==> src/led_sse_pkg.sv <==
// Shared types, opcodes and symbol encoding for the LED strip SPI symbol encoder.
`default_nettype none
package led_sse_pkg;

	localparam int CNT_W       = 5;   // effective LED count, 0..16
	localparam int MAX_RESULTS = 16;
	localparam int CMD_DEPTH   = 2;
	localparam int OUT_DEPTH   = 4;
	localparam int OCW         = $clog2(OUT_DEPTH + 1);

	localparam logic [1:0] OP_SET_ONE = 2'd0;
	localparam logic [1:0] OP_SET_ALL = 2'd1;
	localparam logic [1:0] OP_CLEAR   = 2'd2;
	localparam logic [1:0] OP_FLUSH   = 2'd3;

	localparam logic [1:0] REG_ACTIVE_LEDS  = 2'd0;
	localparam logic [1:0] REG_ONE_PATTERN  = 2'd1;
	localparam logic [1:0] REG_ZERO_PATTERN = 2'd2;

	typedef struct packed {
		logic [1:0]  op;
		logic [3:0]  idx;
		logic [23:0] color;
	} cmd_t;

	typedef struct packed {
		logic [3:0]  led;
		logic [23:0] color;
		logic        last;
	} out_t;

	// Eight symbol bytes, color bit 7 of the slice in the top byte.
	function automatic logic [63:0] encode8(input logic [7:0] bits,
			input logic [7:0] one_pat, input logic [7:0] zero_pat);
		logic [63:0] w;
		w = '0;
		for (int k = 0; k < 8; k++) begin
			w[8*k +: 8] = bits[k] ? one_pat : zero_pat;
		end
		return w;
	endfunction

endpackage
`default_nettype wire

==> src/led_sse_ram.sv <==
// Generic single-write, single-read RAM with registered read data.
`default_nettype none
module led_sse_ram #(
	parameter int WIDTH = 24,
	parameter int DEPTH = 16,
	parameter int AW    = (DEPTH > 1) ? $clog2(DEPTH) : 1
) (
	input  wire logic             clk,
	input  wire logic             we,
	input  wire logic [AW-1:0]    waddr,
	input  wire logic [WIDTH-1:0] wdata,
	input  wire logic [AW-1:0]    raddr,
	output logic      [WIDTH-1:0] rdata
);

	logic [WIDTH-1:0] mem_q [DEPTH];

	always_ff @(posedge clk) begin
		if (we) begin
			mem_q[waddr] <= wdata;
		end
		rdata <= mem_q[raddr];
	end

endmodule
`default_nettype wire

==> src/led_sse_fifo.sv <==
// Small register FIFO used for the command queue and the result queue.
`default_nettype none
module led_sse_fifo #(
	parameter int WIDTH = 8,
	parameter int DEPTH = 2,
	parameter int PW    = (DEPTH > 1) ? $clog2(DEPTH) : 1,
	parameter int CW    = $clog2(DEPTH + 1)
) (
	input  wire logic             clk,
	input  wire logic             arst_n,
	input  wire logic             push,
	input  wire logic [WIDTH-1:0] wr_data,
	input  wire logic             pop,
	output logic      [WIDTH-1:0] rd_data,
	output logic                  full,
	output logic                  empty,
	output logic      [CW-1:0]    count
);

	logic [WIDTH-1:0] mem_q [DEPTH];
	logic [PW-1:0]    wr_ptr_q;
	logic [PW-1:0]    rd_ptr_q;
	logic [CW-1:0]    count_q;
	logic             do_push;
	logic             do_pop;

	assign full    = (count_q == CW'(DEPTH));
	assign empty   = (count_q == '0);
	assign count   = count_q;
	assign do_push = push && !full;
	assign do_pop  = pop && !empty;
	assign rd_data = mem_q[rd_ptr_q];

	always_ff @(posedge clk) begin
		if (do_push) begin
			mem_q[wr_ptr_q] <= wr_data;
		end
	end

	always_ff @(posedge clk or negedge arst_n) begin
		if (!arst_n) begin
			wr_ptr_q <= '0;
			rd_ptr_q <= '0;
			count_q  <= '0;
		end else begin
			if (do_push) begin
				wr_ptr_q <= (wr_ptr_q == PW'(DEPTH - 1)) ? '0 : wr_ptr_q + 1'b1;
			end
			if (do_pop) begin
				rd_ptr_q <= (rd_ptr_q == PW'(DEPTH - 1)) ? '0 : rd_ptr_q + 1'b1;
			end
			if (do_push && !do_pop) begin
				count_q <= count_q + 1'b1;
			end else if (do_pop && !do_push) begin
				count_q <= count_q - 1'b1;
			end
		end
	end

endmodule
`default_nettype wire

==> src/led_sse_front.sv <==
// Front end: accepts input items, drops no-op commands, queues the rest.
`default_nettype none
module led_sse_front (
	input  wire logic                          clk,
	input  wire logic                          arst_n,
	input  wire logic                          push,
	output logic                               full,
	input  wire logic [1:0]                    opcode,
	input  wire logic [3:0]                    led_sel,
	input  wire logic [23:0]                   color,
	input  wire logic [led_sse_pkg::CNT_W-1:0] eff_count,
	output logic                               cmd_valid,
	output led_sse_pkg::cmd_t                  cmd,
	input  wire logic                          cmd_pop
);
	import led_sse_pkg::*;

	cmd_t            in_cmd;
	logic            keep;
	logic            cmd_empty;
	logic [$clog2(CMD_DEPTH + 1)-1:0] cmd_count;
	logic [$bits(cmd_t)-1:0] rd_bits;

	// set-one beyond the count, and set-all/flush with no LEDs, change nothing
	always_comb begin
		case (opcode)
			OP_SET_ONE: keep = ({1'b0, led_sel} < eff_count);
			OP_SET_ALL: keep = (eff_count != '0);
			OP_FLUSH:   keep = (eff_count != '0);
			default:    keep = 1'b1;
		endcase
	end

	assign in_cmd = '{op: opcode, idx: led_sel, color: color};

	led_sse_fifo #(
		.WIDTH($bits(cmd_t)),
		.DEPTH(CMD_DEPTH)
	) u_cmd_q (
		.clk    (clk),
		.arst_n (arst_n),
		.push   (push && keep),
		.wr_data(in_cmd),
		.pop    (cmd_pop),
		.rd_data(rd_bits),
		.full   (full),
		.empty  (cmd_empty),
		.count  (cmd_count)
	);

	assign cmd       = cmd_t'(rd_bits);
	assign cmd_valid = !cmd_empty;

	assert property (@(posedge clk) disable iff (!arst_n)
		cmd_count <= ($clog2(CMD_DEPTH + 1))'(CMD_DEPTH))
		else $error("command queue count out of range");

	assert property (@(posedge clk) disable iff (!arst_n)
		push && !full && keep |=> !cmd_empty)
		else $error("kept command not queued");

	assert property (@(posedge clk) disable iff (!arst_n)
		cmd_valid && cmd.op == OP_SET_ONE |-> {1'b0, cmd.idx} < eff_count)
		else $error("out-of-range set-one reached the queue head");

endmodule
`default_nettype wire

==> src/led_sse_back.sv <==
// Back end: color store, set-all walk and flush read-out into the result queue.
`default_nettype none
module led_sse_back #(
	parameter int STRIP_LEN  = 16,
	parameter int COLOR_BITS = 24
) (
	input  wire logic                          clk,
	input  wire logic                          arst_n,
	input  wire logic [led_sse_pkg::CNT_W-1:0] eff_count,
	input  wire logic                          cmd_valid,
	input  wire led_sse_pkg::cmd_t             cmd,
	output logic                               cmd_pop,
	input  wire logic [led_sse_pkg::OCW-1:0]   out_count,
	output logic                               out_push,
	output led_sse_pkg::out_t                  out_data
);
	import led_sse_pkg::*;

	localparam int AW = (STRIP_LEN > 1) ? $clog2(STRIP_LEN) : 1;

	localparam logic [1:0] ST_IDLE  = 2'd0;
	localparam logic [1:0] ST_WALK  = 2'd1;
	localparam logic [1:0] ST_FLUSH = 2'd2;

	logic [1:0]            state_q;
	logic [CNT_W-1:0]      cnt_q;
	logic [23:0]           walk_color_q;
	logic [STRIP_LEN-1:0]  valid_q;
	logic                  rd_pend_s1;
	logic                  rd_vld_s1;
	logic [3:0]            rd_num_s1;
	logic                  rd_last_s1;

	logic                  cnt_last;
	logic                  issue;
	logic                  we;
	logic [AW-1:0]         waddr;
	logic [COLOR_BITS-1:0] wdata;
	logic [AW-1:0]         raddr;
	logic [COLOR_BITS-1:0] rdata;

	function automatic logic [AW-1:0] to_addr(input logic [3:0] v);
		logic [AW+3:0] w;
		w = (AW + 4)'(v);
		return w[AW-1:0];
	endfunction

	assign cnt_last = (cnt_q + 1'b1 == eff_count);
	assign cmd_pop  = (state_q == ST_IDLE) && cmd_valid;
	// one read in flight at most; it always finds room in the result queue
	assign issue    = (state_q == ST_FLUSH) &&
		((OCW + 1)'(out_count) + (OCW + 1)'(rd_pend_s1) < (OCW + 1)'(OUT_DEPTH));

	assign we    = (cmd_pop && cmd.op == OP_SET_ONE) || (state_q == ST_WALK);
	assign waddr = (state_q == ST_WALK) ? to_addr(cnt_q[3:0]) : to_addr(cmd.idx);
	assign wdata = (state_q == ST_WALK) ? COLOR_BITS'(walk_color_q)
	                                    : COLOR_BITS'(cmd.color);
	assign raddr = to_addr(cnt_q[3:0]);

	led_sse_ram #(
		.WIDTH(COLOR_BITS),
		.DEPTH(STRIP_LEN)
	) u_store (
		.clk  (clk),
		.we   (we),
		.waddr(waddr),
		.wdata(wdata),
		.raddr(raddr),
		.rdata(rdata)
	);

	always_ff @(posedge clk or negedge arst_n) begin
		if (!arst_n) begin
			state_q    <= ST_IDLE;
			cnt_q      <= '0;
			valid_q    <= '0;
			rd_pend_s1 <= 1'b0;
		end else begin
			rd_pend_s1 <= issue;
			case (state_q)
				ST_IDLE: begin
					if (cmd_pop) begin
						case (cmd.op)
							OP_SET_ONE: valid_q[to_addr(cmd.idx)] <= 1'b1;
							OP_SET_ALL: begin
								cnt_q   <= '0;
								state_q <= ST_WALK;
							end
							OP_CLEAR:   valid_q <= '0;
							OP_FLUSH: begin
								cnt_q   <= '0;
								state_q <= ST_FLUSH;
							end
							default: ;
						endcase
					end
				end
				ST_WALK: begin
					valid_q[to_addr(cnt_q[3:0])] <= 1'b1;
					if (cnt_last) begin
						state_q <= ST_IDLE;
					end else begin
						cnt_q <= cnt_q + 1'b1;
					end
				end
				ST_FLUSH: begin
					if (issue) begin
						if (cnt_last) begin
							state_q <= ST_IDLE;
						end else begin
							cnt_q <= cnt_q + 1'b1;
						end
					end
				end
				default: state_q <= ST_IDLE;
			endcase
		end
	end

	always_ff @(posedge clk) begin
		if (cmd_pop && cmd.op == OP_SET_ALL) begin
			walk_color_q <= cmd.color;
		end
		rd_vld_s1  <= valid_q[raddr];
		rd_num_s1  <= cnt_q[3:0];
		rd_last_s1 <= cnt_last;
	end

	// never-written entries read as zero
	assign out_push = rd_pend_s1;
	assign out_data = '{led: rd_num_s1,
	                    color: rd_vld_s1 ? rdata[23:0] : 24'd0,
	                    last: rd_last_s1};

	assert property (@(posedge clk) disable iff (!arst_n)
		out_push |-> out_count < OCW'(OUT_DEPTH))
		else $error("result pushed into a full queue");

	assert property (@(posedge clk) disable iff (!arst_n)
		rd_pend_s1 |-> $past(state_q) == ST_FLUSH)
		else $error("store read outside a flush");

	assert property (@(posedge clk) disable iff (!arst_n)
		(state_q == ST_WALK || state_q == ST_FLUSH) |-> cnt_q < eff_count)
		else $error("walk counter beyond the LED count");

endmodule
`default_nettype wire

==> src/led_strip_spi_symbol_encoder.sv <==
// Channel   | Handshake              | Payload
// ----------+------------------------+-------------------------------------------------
// input     | push / full            | opcode, led_sel, color
// result    | empty / pop            | led_number, symbols_first/middle/final, last
// config    | cfg_valid / cfg_ready  | cfg_index, cfg_data
//
// Set-one and clear are done in the back end from idle; set-all walks the store, and
// flush reads one LED per cycle through the store's single read port while the result
// queue has room.
// Reset clears the per-LED valid bits at once: no clearing pass, ready right after reset.
// A 2-entry command queue and a 4-entry result queue let input and output stall apart.
`default_nettype none
module led_strip_spi_symbol_encoder #(
	parameter int STRIP_LEN  = 16,
	parameter int COLOR_BITS = 24
) (
	input  wire logic        clk,
	input  wire logic        arst_n,
	input  wire logic        push,
	output logic             full,
	input  wire logic [1:0]  opcode,
	input  wire logic [3:0]  led_sel,
	input  wire logic [23:0] color,
	output logic             empty,
	input  wire logic        pop,
	output logic [3:0]       led_number,
	output logic [63:0]      symbols_first,
	output logic [63:0]      symbols_middle,
	output logic [63:0]      symbols_final,
	output logic             last,
	input  wire logic        cfg_valid,
	output logic             cfg_ready,
	input  wire logic [1:0]  cfg_index,
	input  wire logic [7:0]  cfg_data
);
	import led_sse_pkg::*;

	localparam int LIMIT = (STRIP_LEN < MAX_RESULTS) ? STRIP_LEN : MAX_RESULTS;

	logic [4:0]       active_leds_q;
	logic [7:0]       one_pattern_q;
	logic [7:0]       zero_pattern_q;
	logic [CNT_W-1:0] eff_count;
	logic             cmd_valid;
	cmd_t             cmd;
	logic             cmd_pop;
	logic [OCW-1:0]   out_count;
	logic             out_push;
	out_t             out_data;
	logic [$bits(out_t)-1:0] head_bits;
	out_t             head;
	logic             out_full;

	assign cfg_ready = 1'b1;

	always_ff @(posedge clk or negedge arst_n) begin
		if (!arst_n) begin
			active_leds_q  <= 5'd16;
			one_pattern_q  <= 8'd248;
			zero_pattern_q <= 8'd192;
		end else if (cfg_valid && cfg_ready) begin
			case (cfg_index)
				REG_ACTIVE_LEDS:  active_leds_q  <= cfg_data[4:0];
				REG_ONE_PATTERN:  one_pattern_q  <= cfg_data;
				REG_ZERO_PATTERN: zero_pattern_q <= cfg_data;
				default: ;
			endcase
		end
	end

	assign eff_count = (active_leds_q > CNT_W'(LIMIT)) ? CNT_W'(LIMIT) : active_leds_q;

	led_sse_front u_front (
		.clk      (clk),
		.arst_n   (arst_n),
		.push     (push),
		.full     (full),
		.opcode   (opcode),
		.led_sel  (led_sel),
		.color    (color),
		.eff_count(eff_count),
		.cmd_valid(cmd_valid),
		.cmd      (cmd),
		.cmd_pop  (cmd_pop)
	);

	led_sse_back #(
		.STRIP_LEN (STRIP_LEN),
		.COLOR_BITS(COLOR_BITS)
	) u_back (
		.clk      (clk),
		.arst_n   (arst_n),
		.eff_count(eff_count),
		.cmd_valid(cmd_valid),
		.cmd      (cmd),
		.cmd_pop  (cmd_pop),
		.out_count(out_count),
		.out_push (out_push),
		.out_data (out_data)
	);

	led_sse_fifo #(
		.WIDTH($bits(out_t)),
		.DEPTH(OUT_DEPTH)
	) u_out_q (
		.clk    (clk),
		.arst_n (arst_n),
		.push   (out_push),
		.wr_data(out_data),
		.pop    (pop),
		.rd_data(head_bits),
		.full   (out_full),
		.empty  (empty),
		.count  (out_count)
	);

	// user keeps patterns stable while results pend (unenforced); encode at head
	assign head           = out_t'(head_bits);
	assign led_number     = head.led;
	assign last           = head.last;
	assign symbols_first  = encode8(head.color[23:16], one_pattern_q, zero_pattern_q);
	assign symbols_middle = encode8(head.color[15:8], one_pattern_q, zero_pattern_q);
	assign symbols_final  = encode8(head.color[7:0], one_pattern_q, zero_pattern_q);

	assert property (@(posedge clk) disable iff (!arst_n)
		out_full |-> !out_push || (pop && !empty))
		else $error("result queue overflow");

	assert property (@(posedge clk) disable iff (!arst_n)
		eff_count <= CNT_W'(LIMIT))
		else $error("effective LED count above limit");

	assert property (@(posedge clk) disable iff (!arst_n)
		!empty && last |-> led_number == 4'(eff_count - 1'b1))
		else $error("last flag on the wrong LED");

endmodule
`default_nettype wire
==> config.mk <==
export PLATFORM = sky130hd
export DESIGN_NAME = led_strip_spi_symbol_encoder
export DESIGN_NICKNAME = d
export VERILOG_FILES = /design/src/led_sse_pkg.sv /design/src/led_sse_ram.sv /design/src/led_sse_fifo.sv /design/src/led_sse_front.sv /design/src/led_sse_back.sv /design/src/led_strip_spi_symbol_encoder.sv
export SDC_FILE = /design/constraint.sdc
export NUM_CORES = 1
export LEC_CHECK = 0
export BUFFER_PORTS_ARGS = -buffer_cell sky130_fd_sc_hd__buf_2
export CAP_MARGIN = 15
export CORE_MARGIN = 2
export CORE_UTILIZATION = 23
export CTS_BUF_LIST = sky130_fd_sc_hd__clkbuf_16
export DETAILED_ROUTE_END_ITERATION = 6
export PLACE_DENSITY = 0.41
export SETUP_SLACK_MARGIN = 0.2
export SYNTH_ARGS = -nofsm -noshare
export SYNTH_HDL_FRONTEND = slang
export SYNTH_SLANG_ARGS = --single-unit
==> constraint.sdc <==
create_clock -name clk -period 3.1 [get_ports clk]
set_input_delay 0.31 -clock clk [delete_from_list [all_inputs] [get_ports clk]]
set_output_delay 0.31 -clock clk [all_outputs]
set_load 0.03 [all_outputs]
==> summary.txt <==
Ys flop type: edfxtp_1
Fin. Hold Viols: 0
Htree depth: 3
CP startpoint kind: flip-flop
Clk_lat worst skew: 620 ps
Unrepaired setup endpoints after global routing: false
Grt ovf: 0
Synthesized Nets: 1570
Layout net count: 1887
Max IR drop VDD: 0.550 mV
Final Max Slew Viols: 0
CTS tree: done
Layer with the highest usage: met2
Most frequent cells in the layout: edfxtp_1 (584), mux2_2 (250), buf_2 (243)
Total track usage: 0.122
Post-DP HPWL: 49300 um
EDFF count, synth: 584
Area of the multi-input gates: 8390 um2
Register area share after synthesis: 0.687
Core area: 123000 um2
Hold WS: 42.6 ps
Period Utilization, post-route: 0.904
Initial detailed-routing violation count: 1205
Cells after Synth: 1507
Vias in the first global route: 16000
Vias/cell: 4.28
Share of cells above drive strength 1: 0.454
Clock Tree Buf Depth: 3
Hold crit path type: in2reg
Worst clock skew: 34.6 ps
Root buf cell: clkbuf_16
Synthesis-to-finish area growth: 22.4%
CP Data Arrival Time: 2490 ps
Async S/R FF share, synth: 0.0836
Leakage power: 11.8 nW
Setup Viol. Count Final: 0
Crit path time final: 2800 ps
Commonest non-fill, non-tap cell in the layout: edfxtp_1
Register Area: 19600 um2
Die area: 127000 um2
Final Power: 36.5 mW
RD Place Congestion: 0.770
Initial Util: 0.231
Syn. warnings: 0
Max frequency: 0.357 GHz
First-pass GRT wire length: 113000 um
Synth Cell Area: 28500 um2
Critical path launch point: u_out_q.rd_ptr_q[0]$_DFFE_PN0P_
Ports: 245
Met2 track demand over resource: 0.211
Largest net degree at the start of global routing: 77
Die H: 356 um
Endpoint class of the critical path: output port
WL final: 78300 um
CTS clock-pin slew for the worst setup and hold paths: 60 ps
Antenna-violating nets left: 0
DIE WIDTH: 356 um
Worst slew margin: 0.318
Worst-margin pin slew: 1020 ps
DRC violations left: 0
Max-Cap Viols: 0
CP Class: reg2out
Synth cell types: 64
GR Util met1: 0.157
Clk sink count: 670
P per Cell Area: 1050 nW/um2
Fill count: 12300
DR WL/cell: 22.2 um
Status: completed
TritonRoute pass-1 iters: 5
Port bufs: 243
Row cnt: 129
Critical-path maximum fanout: 17
TritonCTS buffer count: 75
Critical Path RT: 2790 ps
Initial antenna violation count: 7
Routed via count: 15100
Reg2reg start: active_leds_q[4]$_DFFE_PN1P_
Sum Neg Setup Slack: 0 ps
Grt met3 use: 0.0200
Worst Min Path Start: cfg_data[0]
Synthesis-stage register bit count: 670
Syn Area/Cell: 18.9 um2
registers in the layout (all words and copies together) (netlist names), 3 cells and up:
signal,count
u_back.u_store.mem_q,384
u_out_q.mem_q,116
u_front.u_cmd_q.mem_q,60
u_back.u_store.rdata,24
u_back.walk_color_q,24
u_back.valid_q,16
one_pattern_q,8
zero_pattern_q,8
active_leds_q,5
u_back.cnt_q,5
u_back.rd_num_s1,4
u_out_q.count,3
routing by layer:
metal  share of wire  vias up
met3           0.044      101
met5         0.00020        -
met2            0.50      415
met1            0.44     7905
met4           0.018        2
li1                -     6667
metrics by stage:
step / util / area (um2) / cells / setup WS (ps)
after floorplan: - / 28500 / 1507 / 213
after global placement: 0.259 / 31900 / 3336 / 443
after detailed placement: 0.259 / 31900 / 3336 / 452
after CTS: 0.282 / 34800 / 3521 / 195
after global routing: 0.282 / 34800 / 3521 / 203
final: 0.282 / 34800 / 3523 / 299
cell type report:
type,instances,share of cell area
diodes,2,0.000144
clock buffers,77,0.0553
clock inverters,60,0.0120
inverters,14,0.00154
multi-input cells,712,0.241
flip-flops and latches,670,0.562
well taps,1637,0.0588
repair buffers,351,0.0696
cell families (layout without fill, tap and decap cells):
group | after synthesis | count (layout) | synth area share
simple gates | 173 | 173 | 0.0316
compound gates | 82 | 82 | 0.0203
flops | 670 | 670 | 0.687
xor+xnor | 11 | 11 | 0.00339
buf+inv | 125 | 502 | 0.0200
mux | 427 | 427 | 0.230
fa+ha+maj | 18 | 18 | 0.00818
other cells | 1 | 3 | 0.000132
report_power, final:
group          internal (mW)  switching, mW
logic                   5.60           8.75
registers               12.6           1.12
clock network           4.92           3.53
total                   23.1           13.4
cells in the mapped netlist (all sizes together), types with 4 or more instances:
| cell | number | area share |
|---|---|---|
| a211o | 4 | 0.0012 |
| a21oi | 23 | 0.0042 |
| and2 | 34 | 0.0075 |
| buf | 59 | 0.011 |
| clkbuf | 52 | 0.0069 |
| dfrtp | 48 | 0.042 |
| dfstp | 8 | 0.0074 |
| dfxtp | 30 | 0.021 |
| edfxtp | 584 | 0.62 |
| ha | 17 | 0.0075 |
| inv | 12 | 0.0016 |
| mux2 | 267 | 0.11 |
| mux2i | 6 | 0.0021 |
| mux4 | 154 | 0.12 |
| nand2 | 25 | 0.0034 |
| nand2b | 8 | 0.0018 |
| nand3 | 12 | 0.0021 |
| nand3b | 5 | 0.0013 |
| nor2 | 53 | 0.0070 |
| nor2b | 9 | 0.0020 |
| nor3 | 9 | 0.0018 |
| nor3b | 5 | 0.0013 |
| o21ai | 19 | 0.0033 |
| o2bb2ai | 6 | 0.0018 |
| xor2 | 8 | 0.0025 |
worst max-delay path, cell delays in order, from the launching register on:
cell,delay [ps]
dfrtp_2,410
buf_12,200
mux4_2,700
mux2_1,360
buf_2,190
what timing repair did:
item                                   4_1_cts  5_1_grt
setup buffers                               14        0
hold buffers                                34        0
pin swaps                                    0        0
setup endpoints to repair                  171       20
endpoints found under the hold margin       79        0
resized for setup                            3        4
path summary, 6_finish.rpt:
check                                                   endpoint  slack [ps]  cells past startpoint
max                                            symbols_first[40]         300                      4
min                                 one_pattern_q[0]$_DFFE_PN0P_          40                      2
max reg2reg                u_front.u_cmd_q.mem_q[1][4]$_DFFE_PP_         450                      7
min reg2reg                       u_out_q.mem_q[3][28]$_DFFE_PP_         490                      0
max in group asynchronous          zero_pattern_q[7]$_DFFE_PN1P_        2230                      3
min in group asynchronous           active_leds_q[2]$_DFFE_PN0P_         170                      2
(Power assumes the default switching activity.)
